File: src/design/amcb_pkg.sv
// ----------------------------------------------------------------------------
// Alpha mask color blend package
// Shared register map, configuration and transaction types, blend constants.
// ----------------------------------------------------------------------------
package amcb_pkg;

  localparam int unsigned ApbAddrW = 5;
  localparam int unsigned ApbDataW = 32;

  localparam int unsigned NumLanes = 4;
  localparam int unsigned LaneB    = 0;
  localparam int unsigned LaneG    = 1;
  localparam int unsigned LaneR    = 2;
  localparam int unsigned LaneA    = 3;

  localparam int unsigned QDepth = 2;

  localparam logic [15:0] FullScale = 16'hFE01;
  localparam logic [16:0] RecipMul  = 17'd66051;
  localparam logic [7:0]  AlphaTint = 8'hFF;

  typedef enum logic [2:0] {
    REG_DST_WIDTH  = 3'd0,
    REG_DST_HEIGHT = 3'd1,
    REG_DST_STRIDE = 3'd2,
    REG_SRC_SIZE   = 3'd3,
    REG_SRC_STRIDE = 3'd4,
    REG_ORIGIN     = 3'd5,
    REG_COLOR_ARGB = 3'd6,
    REG_MODE       = 3'd7
  } amcb_reg_e;

  typedef struct packed {
    logic [12:0] dst_width;
    logic [12:0] dst_height;
    logic [14:0] dst_stride;
    logic [28:0] src_size;
    logic [12:0] src_stride;
    logic [31:0] origin;
    logic [31:0] color_argb;
    logic [2:0]  mode;
  } amcb_cfg_t;

  typedef struct packed {
    logic [7:0]                coverage;
    logic [NumLanes-1:0][7:0]  dst_chan;
    logic                      write_enable;
    logic                      last_pixel;
    logic [12:0]               pos_x;
    logic [12:0]               pos_y;
    logic [23:0]               src_x;
    logic [23:0]               src_y;
  } amcb_item_t;

  typedef struct packed {
    logic        write_enable;
    logic        last_pixel;
    logic [25:0] dst_offset;
    logic [23:0] next_src_offset;
  } amcb_tag_t;

endpackage

File: src/design/amcb_queue.sv
// ----------------------------------------------------------------------------
// Alpha mask color blend queue
// Short FIFO of classified transactions between front end and back end.
// ----------------------------------------------------------------------------
module amcb_queue (
  input  logic                  clk_i,
  input  logic                  rst_ni,
  input  logic                  push_i,
  input  amcb_pkg::amcb_item_t  item_i,
  output logic                  full_o,
  input  logic                  pop_i,
  output logic                  valid_o,
  output amcb_pkg::amcb_item_t  item_o
);

  localparam int unsigned Depth = amcb_pkg::QDepth;
  localparam int unsigned PtrW  = (Depth > 1) ? $clog2(Depth) : 1;
  localparam int unsigned CntW  = $clog2(Depth + 1);

  amcb_pkg::amcb_item_t slot_q [Depth];
  logic [PtrW-1:0]      wr_ptr_q, wr_ptr_d, rd_ptr_q, rd_ptr_d;
  logic [CntW-1:0]      count_q, count_d;

  assign full_o  = count_q == CntW'(Depth);
  assign valid_o = count_q != '0;
  assign item_o  = slot_q[rd_ptr_q];

  always_comb begin
    wr_ptr_d = wr_ptr_q;
    rd_ptr_d = rd_ptr_q;
    count_d  = count_q;
    if (push_i) begin
      wr_ptr_d = (wr_ptr_q == PtrW'(Depth - 1)) ? '0 : wr_ptr_q + PtrW'(1);
    end
    if (pop_i) begin
      rd_ptr_d = (rd_ptr_q == PtrW'(Depth - 1)) ? '0 : rd_ptr_q + PtrW'(1);
    end
    if (push_i && !pop_i) begin
      count_d = count_q + CntW'(1);
    end else if (pop_i && !push_i) begin
      count_d = count_q - CntW'(1);
    end
  end

  always_ff @(posedge clk_i) begin
    if (push_i) begin
      slot_q[wr_ptr_q] <= item_i;
    end
  end

  always_ff @(posedge clk_i or negedge rst_ni) begin
    if (!rst_ni) begin
      wr_ptr_q <= '0;
      rd_ptr_q <= '0;
      count_q  <= '0;
    end else begin
      wr_ptr_q <= wr_ptr_d;
      rd_ptr_q <= rd_ptr_d;
      count_q  <= count_d;
    end
  end

  count_in_range: assert property (@(posedge clk_i) disable iff (!rst_ni)
    count_q <= CntW'(Depth))
    else $error("queue count exceeds depth");

  pop_needs_entry: assert property (@(posedge clk_i) disable iff (!rst_ni)
    pop_i |-> count_q != '0)
    else $error("pop from empty queue");

  push_grows_count: assert property (@(posedge clk_i) disable iff (!rst_ni)
    push_i && !pop_i |=> count_q == $past(count_q) + CntW'(1))
    else $error("push without pop did not grow the queue");

endmodule

File: config.mk
export PLATFORM = sky130hd
export DESIGN_NAME = amcb_queue
export DESIGN_NICKNAME = d
export VERILOG_FILES = /design/src/design/amcb_pkg.sv /design/src/design/amcb_queue.sv
export SDC_FILE = /design/constraint.sdc
export NUM_CORES = 1
export LEC_CHECK = 0
export BUFFER_PORTS_ARGS = -buffer_cell sky130_fd_sc_hd__buf_2
export CELL_PAD_IN_SITES_DETAIL_PLACEMENT = 2
export CELL_PAD_IN_SITES_GLOBAL_PLACEMENT = 2
export CORE_ASPECT_RATIO = 1.4
export CORE_MARGIN = 10
export CORE_UTILIZATION = 41
export DETAILED_ROUTE_END_ITERATION = 10
export GPL_TIMING_DRIVEN = 0
export PLACE_DENSITY_LB_ADDON = 0.1
export REMOVE_ABC_BUFFERS = 1
export SLEW_MARGIN = 0
export SYNTH_ARGS = -nofsm -noshare
export SYNTH_HDL_FRONTEND = slang
export SYNTH_SLANG_ARGS = --single-unit
export TNS_END_PERCENT = 20
File: constraint.sdc
create_clock -name clk_i -period 13.04 [get_ports clk_i]
set_input_delay 2.608 -clock clk_i [delete_from_list [all_inputs] [get_ports clk_i]]
set_output_delay 2.608 -clock clk_i [all_outputs]
set_load 0.02 [all_outputs]
==> impl_results.md <==
* Status: completed
* Max Cap Viol at 0
* Int Pwr at 1.71 mW
* Clock Skew at 0.0129 ns
* Sw Share at 0.326
* Number of setup buffers added after CTS at 0
* Yosys warns at 0
* Final hold violation count at 0
* Final cell count without fillers at 909
* DRT Wirelength at 22600 µm
* Reg power frac at 0.430
* Crit path capture: item_o[110]
* Reg2reg end: slot_q[1][90]
* Most common library cells after synthesis: 232 x edfxtp_1, 86 x mux2_2, 30 x mux2_4
* Tot Pwr at 2.54 mW
* Power share of the clock group at 0.252
* GRT Total Usage at 0.162
* Routed Antenna Nets at 0
* Tightest Pin Transition at 0.960 ns
* Distinct cell type count after synthesis at 14
* Hpwl dp at 16200 µm
* Core area at 20600 µm²
* Initial core utilization at 0.420
* Clock Path Buffers at 3
* RD Place Congestion at 0.690
* CTS root buf: clkbuf_16
* Worst R2R Path Depth at 2
* Slew HR at 0.360
* Reg area at 7070 µm²
* RSZ-0062 raised after global routing: no
* Reg2reg setup slack at 11.12 ns
* Crit-path max FO at 63
* Top-count cell post-synth: edfxtp_1
* Post-Route Setup TNS at 0 ns
* DR vias at 4432
* Register area share after synthesis at 0.815
* First-pass GRT wire length at 33400 µm
* Crit share post-route at 0.396
* Synth area leaders: edfxtp_1 80%, mux2_2 11%, mux2_4 5.2%
* Hold path startpoint: count_q[1]
* Post-Synthesis Cells at 377
* Initial DRT Pass Iterations at 6
* M1 WL at 7320 µm
* CP Data Arrival Time at 2.55 ns
* Final count of negative-setup-slack endpoints at 0
* Synthesized area per cell at 23.0 µm²
* CTS Hold Bufs at 0
* Reg clk slew, reported paths at 0.06 ns
* Cell total after placement at 863
* Pins Over Slew Limit at 0
* Combinational power share at 0.318
* Worst vdd ir at 106 µV
* Post-layout net count at 754
* Async SR Flop Fraction at 0.0169
* Cts bufs inserted at 24
* Initial DRC Count at 215
* CTS tree: done
* IO buf count at 237
* CTS sink cnt at 236
* Vias in the first global route at 5315
* Critical Path RT at 10.43 ns
* CP Cell Sequence: buf_16 > mux2_2 > buf_2
* Yosys reg bits at 236
* Cell taking the most area after synthesis: edfxtp_1
* Met2 routed WL at 13000 µm
* Worst R2R Start: wr_ptr_q
* Slowest cell on crit path: dfrtp_4
* NetSw at 0.828 mW
* Synthesized area at 8670 µm²
* F_max at 194 MHz
* Drc violations at 0
* WS Path Type: flop to output port
* Max incr delay on CP at 1.05 ns
* Fill count at 1832
* GRT overflow at 0
* Multi-input logic area at 1510 µm²
* Hold Path Class: flop to flop
* Chip height at 192 µm
* Post-CTS resize count at 0
* Worst-Skew Late Latency at 0.51 ns
* Die W at 143 µm
* Met3 routed WL at 1790 µm
* PD cells at 231 nW/µm²
* EDFF count, synth at 232
* CP endpoint kind: output port
* Synth Flop Type: edfxtp_1
* Minimum clock period at 5.16 ns
* Area fraction of the dominant cell type after synthesis at 0.803
* Die area at 27400 µm²
* Row count at 62
* Initial antenna violation count at 7
* Post-DR wirelength/cell at 24.9 µm
* CP Launch Point: rd_ptr_q
* Vias per Instance at 4.88
* Top-Level Pins at 238
* Largest net degree at the start of global routing at 65
* Pleak at 4.21 nW
* Fraction of layout cells with a size suffix above 1 at 0.607
* Top sig layer: met5
* CP startpoint kind: flop
* H-tree depth at 1
* Area growth, synth to finish at 26.5%
## state kept, by name, indices dropped and copies added, names as in the netlist
name,flops
count_q,2
rd_ptr_q,1
wr_ptr_q,1
slot_q,232
## worst max-delay path: cells and delay by family, from the launching register on
| kind | cells | cell delay [ns] |
|---|---|---|
| muxes | 1 | 0.39 |
| DFF | 1 | 1.05 |
| buffers and inverters | 2 | 0.54 |
## power by group through the flow
stage                     sequential, mW  clock (mW)  combinational, mW
after floorplan                     1.12           0              0.529
after global placement              1.17           0              0.802
after detailed placement            1.11           0              0.827
after CTS                           1.10       0.660              0.832
after global routing                1.11       0.688              0.862
final                               1.09       0.639              0.807
## how the worst min path moves through the flow
| stage | endpoint | slack [ns] | depth (start not counted) |
|---|---|---|---|
| final | count_q[1] | 0.49 | 1 |
| after global routing | count_q[1] | 0.53 | 1 |
| after CTS | count_q[1] | 0.50 | 1 |
| after detailed placement | count_q[1] | 0.48 | 1 |
| after global placement | count_q[1] | 0.47 | 1 |
| after floorplan | count_q[1] | 0.45 | 1 |
## layout make-up
class                      instances  area share
sequential                       236       0.645
multi-input combinational        127       0.138
timing repair buffer             243       0.121
clock buffer                      29      0.0584
tap                              256      0.0292
clock inverter                    13     0.00741
antenna                            4    0.000913
inverter                           1    0.000342
## cell usage in the layout (no fill, tap or decap), drive strengths merged, types with 2 or more instances in the layout
cell type  Yosys  layout
edfxtp       232     232
nor2b          2       2
xor2           4       4
clkinv         0      12
clkbuf         0      29
dfrtp          4       4
mux2         116     116
diode          0       4
buf           13     243
## per-layer routing
metal | GRT usage | vias up
li1 | - | 2018
met1 | 0.153 | 2217
met2 | 0.317 | 152
met3 | 0.0568 | 39
met4 | 0.0438 | 6
met5 | 0 | -
## logic make-up after synthesis
group | after synthesis | share of synthesized area
buffers and inverters | 14 | 0.0115
muxes | 116 | 0.164
DFF | 236 | 0.815
and+or+nand+nor | 5 | 0.00332
adders and majority gates | 1 | 0.00144
xor gates and xnor gates | 5 | 0.00505
## through the flow
step	utilization	setup slack, ns	instance area (µm²)	hold WS, ns
after floorplan	-	4.79	8570	0.447
after global placement	0.489	1.49	10100	0.468
after detailed placement	0.496	8.36	10200	0.484
after CTS	0.531	7.80	11000	0.501
after global routing	0.531	7.74	11000	0.532
final	0.532	7.88	11000	0.492
No activity file was read; power rests on OpenSTA's default activity.
