**config.mk**
```make
export PLATFORM = sky130hd
export DESIGN_NAME = amcb_regs
export DESIGN_NICKNAME = d
export VERILOG_FILES = /design/src/design/amcb_pkg.sv /design/src/design/amcb_regs.sv
export SDC_FILE = /design/constraint.sdc
export NUM_CORES = 1
export LEC_CHECK = 0
export BUFFER_PORTS_ARGS = -buffer_cell sky130_fd_sc_hd__buf_4
export CAP_MARGIN = 20
export CORE_UTILIZATION = 51
export DETAILED_ROUTE_END_ITERATION = 8
export GPL_ROUTABILITY_DRIVEN = 0
export PLACE_DENSITY = 0.82
export SETUP_SLACK_MARGIN = 0.05
export SYNTH_ARGS = -nofsm -noshare
export SYNTH_HDL_FRONTEND = slang
export SYNTH_SLANG_ARGS = --single-unit
```
**constraint.sdc**
```tcl
create_clock -name clk_i -period 1.31 [get_ports clk_i]
set_input_delay 0.0655 -clock clk_i [delete_from_list [all_inputs] [get_ports clk_i]]
set_output_delay 0.0655 -clock clk_i [all_outputs]
set_load 0.05 [all_outputs]
```
**src/design/amcb_pkg.sv**
```systemverilog
// ----------------------------------------------------------------------------
// Alpha mask color blend package
// Shared register map, configuration and transaction types, blend constants.
// ----------------------------------------------------------------------------
package amcb_pkg;

  localparam int unsigned ApbAddrW = 5;
  localparam int unsigned ApbDataW = 32;

  localparam int unsigned NumLanes = 4;
  localparam int unsigned LaneB    = 0;
  localparam int unsigned LaneG    = 1;
  localparam int unsigned LaneR    = 2;
  localparam int unsigned LaneA    = 3;

  localparam int unsigned QDepth = 2;

  localparam logic [15:0] FullScale = 16'hFE01;
  localparam logic [16:0] RecipMul  = 17'd66051;
  localparam logic [7:0]  AlphaTint = 8'hFF;

  typedef enum logic [2:0] {
    REG_DST_WIDTH  = 3'd0,
    REG_DST_HEIGHT = 3'd1,
    REG_DST_STRIDE = 3'd2,
    REG_SRC_SIZE   = 3'd3,
    REG_SRC_STRIDE = 3'd4,
    REG_ORIGIN     = 3'd5,
    REG_COLOR_ARGB = 3'd6,
    REG_MODE       = 3'd7
  } amcb_reg_e;

  typedef struct packed {
    logic [12:0] dst_width;
    logic [12:0] dst_height;
    logic [14:0] dst_stride;
    logic [28:0] src_size;
    logic [12:0] src_stride;
    logic [31:0] origin;
    logic [31:0] color_argb;
    logic [2:0]  mode;
  } amcb_cfg_t;

  typedef struct packed {
    logic [7:0]                coverage;
    logic [NumLanes-1:0][7:0]  dst_chan;
    logic                      write_enable;
    logic                      last_pixel;
    logic [12:0]               pos_x;
    logic [12:0]               pos_y;
    logic [23:0]               src_x;
    logic [23:0]               src_y;
  } amcb_item_t;

  typedef struct packed {
    logic        write_enable;
    logic        last_pixel;
    logic [25:0] dst_offset;
    logic [23:0] next_src_offset;
  } amcb_tag_t;

endpackage

```
**src/design/amcb_regs.sv**
```systemverilog
// ----------------------------------------------------------------------------
// Alpha mask color blend register file
// APB-style configuration registers with combinational read back.
// ----------------------------------------------------------------------------
module amcb_regs (
  input  logic                            clk_i,
  input  logic                            rst_ni,
  input  logic                            psel,
  input  logic                            penable,
  input  logic                            pwrite,
  input  logic [amcb_pkg::ApbAddrW-1:0]   paddr,
  input  logic [amcb_pkg::ApbDataW-1:0]   pwdata,
  output logic [amcb_pkg::ApbDataW-1:0]   prdata,
  output logic                            pready,
  output amcb_pkg::amcb_cfg_t             cfg_o
);

  amcb_pkg::amcb_cfg_t cfg_q, cfg_d;
  amcb_pkg::amcb_reg_e reg_idx;
  logic                wr_en;

  assign reg_idx = amcb_pkg::amcb_reg_e'(paddr[4:2]);
  assign pready  = 1'b1;
  assign wr_en   = psel && penable && pwrite && pready;

  always_comb begin
    cfg_d = cfg_q;
    if (wr_en) begin
      case (reg_idx)
        amcb_pkg::REG_DST_WIDTH:  cfg_d.dst_width  = pwdata[12:0];
        amcb_pkg::REG_DST_HEIGHT: cfg_d.dst_height = pwdata[12:0];
        amcb_pkg::REG_DST_STRIDE: cfg_d.dst_stride = pwdata[14:0];
        amcb_pkg::REG_SRC_SIZE:   cfg_d.src_size   = pwdata[28:0];
        amcb_pkg::REG_SRC_STRIDE: cfg_d.src_stride = pwdata[12:0];
        amcb_pkg::REG_ORIGIN:     cfg_d.origin     = pwdata;
        amcb_pkg::REG_COLOR_ARGB: cfg_d.color_argb = pwdata;
        amcb_pkg::REG_MODE:       cfg_d.mode       = pwdata[2:0];
        default: ;
      endcase
    end
  end

  always_comb begin
    prdata = '0;
    case (reg_idx)
      amcb_pkg::REG_DST_WIDTH:  prdata = 32'(cfg_q.dst_width);
      amcb_pkg::REG_DST_HEIGHT: prdata = 32'(cfg_q.dst_height);
      amcb_pkg::REG_DST_STRIDE: prdata = 32'(cfg_q.dst_stride);
      amcb_pkg::REG_SRC_SIZE:   prdata = 32'(cfg_q.src_size);
      amcb_pkg::REG_SRC_STRIDE: prdata = 32'(cfg_q.src_stride);
      amcb_pkg::REG_ORIGIN:     prdata = cfg_q.origin;
      amcb_pkg::REG_COLOR_ARGB: prdata = cfg_q.color_argb;
      amcb_pkg::REG_MODE:       prdata = 32'(cfg_q.mode);
      default:                  prdata = '0;
    endcase
  end

  always_ff @(posedge clk_i or negedge rst_ni) begin
    if (!rst_ni) begin
      cfg_q <= '0;
    end else begin
      cfg_q <= cfg_d;
    end
  end

  assign cfg_o = cfg_q;

endmodule

```
==> impl_metrics.py <==
metrics = {
    "critical_path": {
        "path_max_fanout": 2,
        "critPathLaunchType": "register",
        "cp_slowest_cell": "dfrtp_2",
        "arrival_ns": 1.75,
        "crit_family": "compound AO/OA/AOI/OAI gates",
        "rr_worst_depth": 3,
        "endpoint_kind": "primary output",
        "reg2reg_slack_ns": 0.25,
        "timing.rr.start": "cfg_o[20]$_DFFE_PN0P_",
        "critPathKind": "register to primary output",
        "cp.required_ns": 1.24,
        "slowest_delay_ns": 0.41,
        "regToRegEndpoint": "cfg_o[20]$_DFFE_PN0P_",
        "cp_cell_sequence": "a22o_1 > a222oi_1 > buf_4 > a21oi_4 > buf_6",
        "path_buf_inv": 2,
    },
    "detailed_routing": {
        "vias": 6482,
        "drcViolationCount": 0,
        "drt-vias-per-instance": 6.10,
        "ant_nets": 0,
        "routedWlPerCell_um": 26.7,
        "drt_iter0_drc": 581,
        "routed_wl_mm": 28.4,
        "dr.pass1.iters": 5,
    },
    "logic_synthesis": {
        "synth_edf_count": 0,
        "ys_top_cells_by_count": "dfrtp_1 (150), mux2_2 (147), a22o_1 (35), nor2_1 (18), nand2_1 (15)",
        "synth_area_um2": 6800,
        "yosys.area.top_type": "dfrtp_1",
        "syn_nets": 536,
        "syn-mean-instance-area_um2": 13.8,
        "yosysMostFrequentCell": "dfrtp_1",
        "syn_inst": 494,
        "synthTopCellsByArea": "dfrtp_1 (55%), mux2_2 (24%), a22o_1 (4.5%)",
        "yosys_warnings": 0,
        "ys_seq_elements": 150,
        "ys.flop_type": "dfrtp_1",
        "synth_top_cell_area_share_pct": 55.2,
        "async_reset_ff_share_pct": 100,
        "synth.distinct_cells": 36,
        "synth-seq-area-share_pct": 55.2,
    },
    "cells_and_area": {
        "syn_to_final_growth_pct": 70.4,
        "fin_nets": 920,
        "largest_reg_flops": 150,
        "drive_above_1_share_pct": 77.8,
        "fin_area_um2": 11600,
        "diodes": 0,
        "final_cells": 1063,
    },
    "place": {
        "post-place-ws_ns": -0.168,
        "io_buffer_count": 221,
        "post-place-cells": 944,
        "hpwl_mm": 14.9,
        "placed_area_um2": 9860,
    },
    "worst_hold_path": {
        "hp-class": "primary input to async pin",
    },
    "run_status": {
        "status": "complete, but fails checks",
        "violations": "negative setup slack",
    },
    "cts": {
        "cts-root-buf": "clkbuf_16",
        "clk_latency_ns": 0.43,
        "cts_tree": "built",
        "cts.path.max_buffers": 2,
        "htreeDepth": 4,
        "numCtsBuffers": 17,
        "clock-sinks": 150,
        "cts.clk_slew.worst_paths_ns": 0.07,
    },
    "timing": {
        "finalHoldViolCount": 0,
        "fmax_mhz": 552,
        "setup_viol": 36,
        "period_share_pct": 138,
        "drv_slew": 0,
        "tightest_slew_ns": 0.471,
        "period_needed_ns": 1.81,
        "finalSetupTns_ns": -8.53,
        "finalWorstSetupSlack_ns": -0.502,
        "fin_skew_ns": 0,
        "rsz0062_at_grt": "yes",
        "slew_headroom_pct": 67.7,
    },
    "global_routing": {
        "grt_usage_pct": 38.5,
        "grt_pass1_vias": 6741,
        "grt_pass1_wl_mm": 39.7,
        "grt_max_degree": 44,
        "grt_antenna_before_repair": 0,
        "grt_overflow": 0,
    },
    "floorplan": {
        "start_util_pct": 53.1,
        "die_w_um": 118,
        "coreArea_um2": 12800,
        "pin_count": 225,
        "placement_rows": 41,
        "die_area_um2": 13800,
        "fp.dieH_um": 118,
    },
    "power_and_ir_drop": {
        "power_density_nw_per_um2": 1850,
        "ir_worst_vdd_mv": 1.13,
        "total_power_mw": 21.4,
        "total_leakage_power_nw": 5.49,
    },
    "run": {
        "maxCapViolCount": 0,
    },
}
-- worst reg2reg max path: cells and delay by family, from the launching register on --
| family | cells | cell delay (ns) |
|---|---|---|
| multiplexers | 1 | 0.27 |
| buffers and inverters | 2 | 0.27 |
| flip-flops | 1 | 0.40 |
-- worst max path at each step --
stage / cells past startpoint / to / from / slack (ns)
floorplan: 2 / prdata[0] / cfg_o[0]$_DFFE_PN0P_ / -0.1
global route: 5 / prdata[11] / cfg_o[46]$_DFFE_PN0P_ / -0.53
global placement: 6 / prdata[8] / paddr[3] / -0.17
finish: 5 / prdata[11] / cfg_o[46]$_DFFE_PN0P_ / -0.50
CTS: 3 / prdata[0] / cfg_o[3]$_DFFE_PN0P_ / -0.51
detailed placement: 5 / cfg_o[143]$_DFFE_PN0P_ / paddr[2] / -0.17
-- metal layers --
layer | vias up | share of wire (%) | track usage [%]
met3 | 115 | 7.6 | 7.95
met4 | 0 | 5.8 | 21.6
li1 | 2610 | - | -
met5 | - | 0 | 0
met2 | 476 | 51 | 67.5
met1 | 3281 | 36 | 43.9
-- report_power, final --
| part | leakage (nW) | internal [mW] | switching (mW) | total [mW] |
|---|---|---|---|---|
| clock network | 0.317 | 3.53 | 2.00 | 5.53 |
| logic | 3.37 | 3.53 | 5.85 | 9.38 |
| registers | 1.81 | 5.64 | 0.850 | 6.49 |
-- cells in the final DEF, fill, tap and decap left out, types with 6 or more instances in the layout --
cell type	count
clkbuf_16	17
nand2_1	13
buf_4	298
a22o_1	21
dfrtp_2	77
buf_12	19
mux2i_1	13
buf_8	7
mux2_2	145
a22o_4	9
dlygate4sd3_1	33
buf_6	43
o21ai_0	6
dfrtp_1	73
nor2_1	13
-- cells by family after synthesis --
kind of cell           synth area share, %
AOI/OAI and AO/OA                     8.92
buffers and inverters                 3.35
DFF                                   55.2
muxes                                 28.2
other                               0.0551
and+or+nand+nor                       4.28
-- stage by stage --
stage	utilization [%]	hold slack, ns
6_report	90.4	0.123
5_1_grt	90.4	0.135
4_1_cts	88.5	0.123
3_5_place_dp	76.8	0.00592
3_3_place_gp	76.8	0.000873
2_1_floorplan	-	-0.230
-- repair_timing --
item / in CTS / in global routing
setup buffers: 40 / 18
hold buffers: 33 / 0
hold endpoints to repair: 300 / 0
setup endpoints to repair: 32 / 39
resized for setup: 49 / 34
pin swaps: 21 / 12
-- layout make-up --
class,count,area (µm²)
Clock buffer,23,478
Clock inverter,9,173
Fill cell,490,1230
Inverter,6,22.5
Multi-Input combinational cell,303,3320
Sequential cell,150,3850
Tap cell,172,215
Timing Repair Buffer,400,3540
(Power assumes the default switching activity.)
