[config.mk]
export PLATFORM = sky130hd
export DESIGN_NAME = amcb_front
export DESIGN_NICKNAME = d
export VERILOG_FILES = /design/src/design/amcb_pkg.sv /design/src/design/amcb_front.sv
export SDC_FILE = /design/constraint.sdc
export NUM_CORES = 1
export LEC_CHECK = 0
export ABC_AREA = 0
export BUFFER_PORTS_ARGS = -buffer_cell sky130_fd_sc_hd__buf_4
export CORE_ASPECT_RATIO = 0.5
export CORE_UTILIZATION = 53
export CTS_BUF_LIST = sky130_fd_sc_hd__clkbuf_16
export DETAILED_ROUTE_END_ITERATION = 8
export GPL_TIMING_DRIVEN = 0
export PLACE_DENSITY = 0.89
export SLEW_MARGIN = 25
export SYNTH_ARGS = -nofsm -noshare
export SYNTH_HDL_FRONTEND = slang
export SYNTH_SLANG_ARGS = --single-unit
[constraint.sdc]
create_clock -name clk_i -period 9.04 [get_ports clk_i]
set_clock_uncertainty 0.2 [all_clocks]
set_input_delay 0 -clock clk_i [delete_from_list [all_inputs] [get_ports clk_i]]
set_output_delay 0 -clock clk_i [all_outputs]
set_load 0.03 [all_outputs]
[src/design/amcb_pkg.sv]
// ----------------------------------------------------------------------------
// Alpha mask color blend package
// Shared register map, configuration and transaction types, blend constants.
// ----------------------------------------------------------------------------
package amcb_pkg;

  localparam int unsigned ApbAddrW = 5;
  localparam int unsigned ApbDataW = 32;

  localparam int unsigned NumLanes = 4;
  localparam int unsigned LaneB    = 0;
  localparam int unsigned LaneG    = 1;
  localparam int unsigned LaneR    = 2;
  localparam int unsigned LaneA    = 3;

  localparam int unsigned QDepth = 2;

  localparam logic [15:0] FullScale = 16'hFE01;
  localparam logic [16:0] RecipMul  = 17'd66051;
  localparam logic [7:0]  AlphaTint = 8'hFF;

  typedef enum logic [2:0] {
    REG_DST_WIDTH  = 3'd0,
    REG_DST_HEIGHT = 3'd1,
    REG_DST_STRIDE = 3'd2,
    REG_SRC_SIZE   = 3'd3,
    REG_SRC_STRIDE = 3'd4,
    REG_ORIGIN     = 3'd5,
    REG_COLOR_ARGB = 3'd6,
    REG_MODE       = 3'd7
  } amcb_reg_e;

  typedef struct packed {
    logic [12:0] dst_width;
    logic [12:0] dst_height;
    logic [14:0] dst_stride;
    logic [28:0] src_size;
    logic [12:0] src_stride;
    logic [31:0] origin;
    logic [31:0] color_argb;
    logic [2:0]  mode;
  } amcb_cfg_t;

  typedef struct packed {
    logic [7:0]                coverage;
    logic [NumLanes-1:0][7:0]  dst_chan;
    logic                      write_enable;
    logic                      last_pixel;
    logic [12:0]               pos_x;
    logic [12:0]               pos_y;
    logic [23:0]               src_x;
    logic [23:0]               src_y;
  } amcb_item_t;

  typedef struct packed {
    logic        write_enable;
    logic        last_pixel;
    logic [25:0] dst_offset;
    logic [23:0] next_src_offset;
  } amcb_tag_t;

endpackage

[src/design/amcb_front.sv]
// ----------------------------------------------------------------------------
// Alpha mask color blend front end
// Accepts mask pixels, tracks the raster position, clips and mirrors.
// ----------------------------------------------------------------------------
module amcb_front #(
  parameter int unsigned MAX_DIM = 4096
) (
  input  logic                  clk_i,
  input  logic                  rst_ni,
  input  amcb_pkg::amcb_cfg_t   cfg_i,
  input  logic                  in_valid_i,
  output logic                  in_stall_o,
  input  logic [7:0]            coverage_i,
  input  logic [7:0]            dst_blue_i,
  input  logic [7:0]            dst_green_i,
  input  logic [7:0]            dst_red_i,
  input  logic [7:0]            dst_alpha_i,
  input  logic                  full_i,
  output logic                  push_o,
  output amcb_pkg::amcb_item_t  item_o
);

  localparam int unsigned CntW   = $clog2(MAX_DIM + 1);
  localparam logic [16:0] MaxDim = 17'(MAX_DIM);

  logic [CntW-1:0] column_q, column_d, row_q, row_d;
  logic [CntW-1:0] col_next, row_next;
  logic [16:0]     w_raw, h_raw, w_dim, h_dim;
  logic            col_end, row_end;
  logic [17:0]     pos_x, pos_y;
  logic            on_dst;

  assign w_raw = {4'b0, cfg_i.src_size[28:16]};
  assign h_raw = {1'b0, cfg_i.src_size[15:0]};
  assign w_dim = (w_raw > MaxDim) ? MaxDim : w_raw;
  assign h_dim = (h_raw > MaxDim) ? MaxDim : h_raw;

  assign col_end = (17'(column_q) + 17'd1) >= w_dim;
  assign row_end = (17'(row_q) + 17'd1) >= h_dim;

  always_comb begin
    col_next = column_q + CntW'(1);
    row_next = row_q;
    if (col_end) begin
      col_next = '0;
      row_next = row_end ? '0 : row_q + CntW'(1);
    end
  end

  assign pos_x = 18'(column_q) + {{2{cfg_i.origin[31]}}, cfg_i.origin[31:16]};
  assign pos_y = 18'(row_q) + {{2{cfg_i.origin[15]}}, cfg_i.origin[15:0]};
  assign on_dst = !pos_x[17] && !pos_y[17]
               && (pos_x[16:0] < {4'b0, cfg_i.dst_width})
               && (pos_y[16:0] < {4'b0, cfg_i.dst_height});

  assign in_stall_o = full_i;
  assign push_o     = in_valid_i && !full_i;

  always_comb begin
    item_o                            = '0;
    item_o.coverage                   = coverage_i;
    item_o.dst_chan[amcb_pkg::LaneB]  = dst_blue_i;
    item_o.dst_chan[amcb_pkg::LaneG]  = dst_green_i;
    item_o.dst_chan[amcb_pkg::LaneR]  = dst_red_i;
    item_o.dst_chan[amcb_pkg::LaneA]  = dst_alpha_i;
    item_o.write_enable               = on_dst;
    item_o.last_pixel                 = col_end && row_end;
    item_o.pos_x                      = pos_x[12:0];
    item_o.pos_y                      = pos_y[12:0];
    item_o.src_x = cfg_i.mode[1] ? 24'(w_dim) - 24'(col_next) - 24'd1 : 24'(col_next);
    item_o.src_y = cfg_i.mode[2] ? 24'(h_dim) - 24'(row_next) - 24'd1 : 24'(row_next);
  end

  always_comb begin
    column_d = column_q;
    row_d    = row_q;
    if (push_o) begin
      column_d = col_next;
      row_d    = row_next;
    end
  end

  always_ff @(posedge clk_i or negedge rst_ni) begin
    if (!rst_ni) begin
      column_q <= '0;
      row_q    <= '0;
    end else begin
      column_q <= column_d;
      row_q    <= row_d;
    end
  end

endmodule

==> flow_summary.yaml <==
layout:
  final_cell_mix: "buf_4, ha_1, nand2_1, inv_1, o21ai_0"
  n_antenna_cell: 0
  drive_gt1_share_pct: 26.5
  instances_no_fill: 1305
  final_common_cell: "buf_4"
  final_net_count: 1446
  fin_util_pct: 71.7
  syn_to_final_growth_pct: 27.7
  finalInstanceArea_um2: 8740
clocking:
  insertion_delay_ns: 0.26
  cts_buffers: 3
  cts_buffer_depth: 2
  ctsHoldBuffers: 1
  clkSlewWorstSetupHoldPaths_ns: 0.07
  post_cts_buffers: 0
  clock_sinks: 26
  htree_num_levels: 1
  cts_root_buf: "clkbuf_16"
  cts_resized: 0
  cts_tree: "built"
worst_hold_path:
  hp-class: "input pin to asynchronous set/reset pin"
sta:
  hold_ws_ns: -0.00659
  hold_viol: 10
  rsz0062_at_grt: "no"
  post-route-period-util_pct: 80.9
  relSlewSlack_pct: 39.3
  max_freq_ghz: 0.137
  period_needed_ns: 7.31
  slew_viol_final: 0
  setup_viol: 0
  setup_tns_ns: 0
  worstMarginPinSlew_ns: 0.903
  timing.final.ws_setup_ns: 1.73
synthesis:
  syn_inst: 925
  avgSynthCellArea_um2: 7.40
  synth_top_area_share_pct: 19.6
  synthFlopType: "dfrtp_1"
  ys_seq_area_share_pct: 9.51
  synth_nets: 1230
  netlist_area_um2: 6840
  ys_ff_latch: 26
  synth.area.top_cells: "ha_1, dfrtp_1, xnor2_1"
  synth_edf_count: 0
  yosys.area.top_type: "ha_1"
  synthArstFlopShare_pct: 100
  synth_warnings: 0
  synth_cell_types: 75
floorplan:
  chipWidth_um: 163
  row_count: 28
  initial_core_util_pct: 56.1
  die_h_um: 82.3
  core-area_um2: 12200
  die_area_um2: 13400
  pin_count: 312
power_and_ir_drop:
  peakVddDrop_uv: 212
  power.density_nw_per_um2: 187
  leakage_nw: 4.57
  finalPower_mw: 1.64
worst_setup_path:
  ff2ff_path_depth: 13
  arrival_ns: 7.11
  crit_fanout: 10
  cp_data_required_time_ns: 8.84
  start_kind: "flip-flop"
  critical_path_class: "flip-flop to output pin"
  worstSetupEndpointType: "output pin"
global_route:
  grt_start_max_net_pins: 27
  grt_pass1_vias: 6983
  grt_pass1_wl_mm: 31.7
  overflow: 0
  grt_use_total_pct: 29.0
  antenna_found_initial: 0
run_status:
  status: "finished, violations left"
  violations: "negative hold slack"
route:
  drtIter0Drc: 466
  via_count: 7538
  vias_per_cell: 5.78
  top_layer: "met4"
  met2_length_mm: 9.73
  wl_per_cell_um: 15.5
  drc: 0
  drt-pass1-iter-count: 5
  met1Wirelength_mm: 8.52
  ant_nets: 0
  routed-wl-met3_mm: 1.47
  totalWireLength_mm: 20.2
placement:
  dp_cells: 1300
  dp_hpwl_mm: 17.2
  place_area_um2: 8620
  gp_congestion: 0.967
  port_buffers: 210
  pre_cts_slack_ns: 2.18
flow_run:
  maxCapViolations: 0
[per-layer routing]
layer	global-route usage, %	up-vias
met5	0	-
met4	9.81	0
met3	2.75	47
met2	54.4	333
met1	35.4	3469
li1	-	3689
[cells by family (layout without fill, tap and decap cells)]
logic type,Yosys count,count (layout),synth area share [%]
AOI/OAI and AO/OA,243,243,23.7
DFF,26,26,9.51
adders and majority gates,111,111,20.7
and+or+nand+nor,293,293,21.6
other,1,1,0.0548
buffers and inverters,157,372,11.9
xor gates and xnor gates,78,78,10.1
muxes,16,16,2.38
[registers in the layout, indices dropped and copies added (netlist names)]
register,count
column_q,13
row_q,13
[power by group]
| group | total, mW | leakage (nW) | internal (mW) | switching (mW) |
|---|---|---|---|---|
| clock network | 0.128 | 0.0511 | 0.0881 | 0.0400 |
| registers | 0.152 | 0.357 | 0.128 | 0.0242 |
| logic | 1.35 | 4.17 | 0.561 | 0.794 |
[cell usage after synthesis (7+ instances only)]
| library cell | count |
|---|---|
| o21ai_0 | 60 |
| a21o_1 | 20 |
| nor2_1 | 45 |
| xnor2_1 | 58 |
| a211oi_1 | 12 |
| o21a_1 | 13 |
| buf_4 | 57 |
| nor3_1 | 11 |
| xor2_1 | 19 |
| nand2b_1 | 14 |
| dfrtp_1 | 26 |
| nand3_1 | 30 |
| nor2b_1 | 13 |
| or2_2 | 9 |
| nor4_1 | 8 |
| o31ai_1 | 7 |
| o22ai_1 | 10 |
| nor3b_1 | 11 |
| ha_1 | 107 |
| a31oi_1 | 12 |
| and3_1 | 19 |
| nand2_1 | 100 |
| o211ai_1 | 10 |
| inv_1 | 72 |
| a21oi_1 | 48 |
| mux2i_1 | 14 |
| clkbuf_1 | 23 |
[worst paths after layout]
path                               start           to  slack [ns]
min reg2reg                  column_q[3]  column_q[3]        0.36
max reg2reg                  column_q[2]     row_q[1]        4.47
min in group clk_i         dst_blue_i[5]   item_o[81]        0.02
max                          column_q[2]   item_o[44]        1.73
max in group asynchronous         rst_ni     row_q[3]        8.40
min                               rst_ni  column_q[3]      -0.007
[critical path: stages, from the launching register on]
cell and delay (ns):
dfrtp_1 0.44, and2_1 0.22, and4_1 0.24, and3_1 0.21, nand2_1 0.08, xnor2_1 0.29, ha_1 0.31, a2111o_1 0.45
a2111oi_2 0.42, nor2_1 0.28, nor2_1 0.48, buf_2 0.35, nand2_1 0.15, ha_1 0.38, o211a_1 0.23, o31a_2 0.14
o21ai_0 0.25, a31oi_1 0.16, o21ai_0 0.47, a21boi_0 0.27, a2bb2oi_1 0.18, nor2_1 0.48, buf_4 0.21, buf_4 0.15
[cell type report]
class                   count  area [µm²]
multi-input cells         742        5380
inverters                  72         270
clock inverters             1        30.0
repair buffers            211        1590
well taps                 165         206
fillers                   992        3450
plain buffers              85         546
flip-flops and latches     26         651
clock buffers               3        75.1
Power figures use the tool's default switching activity.
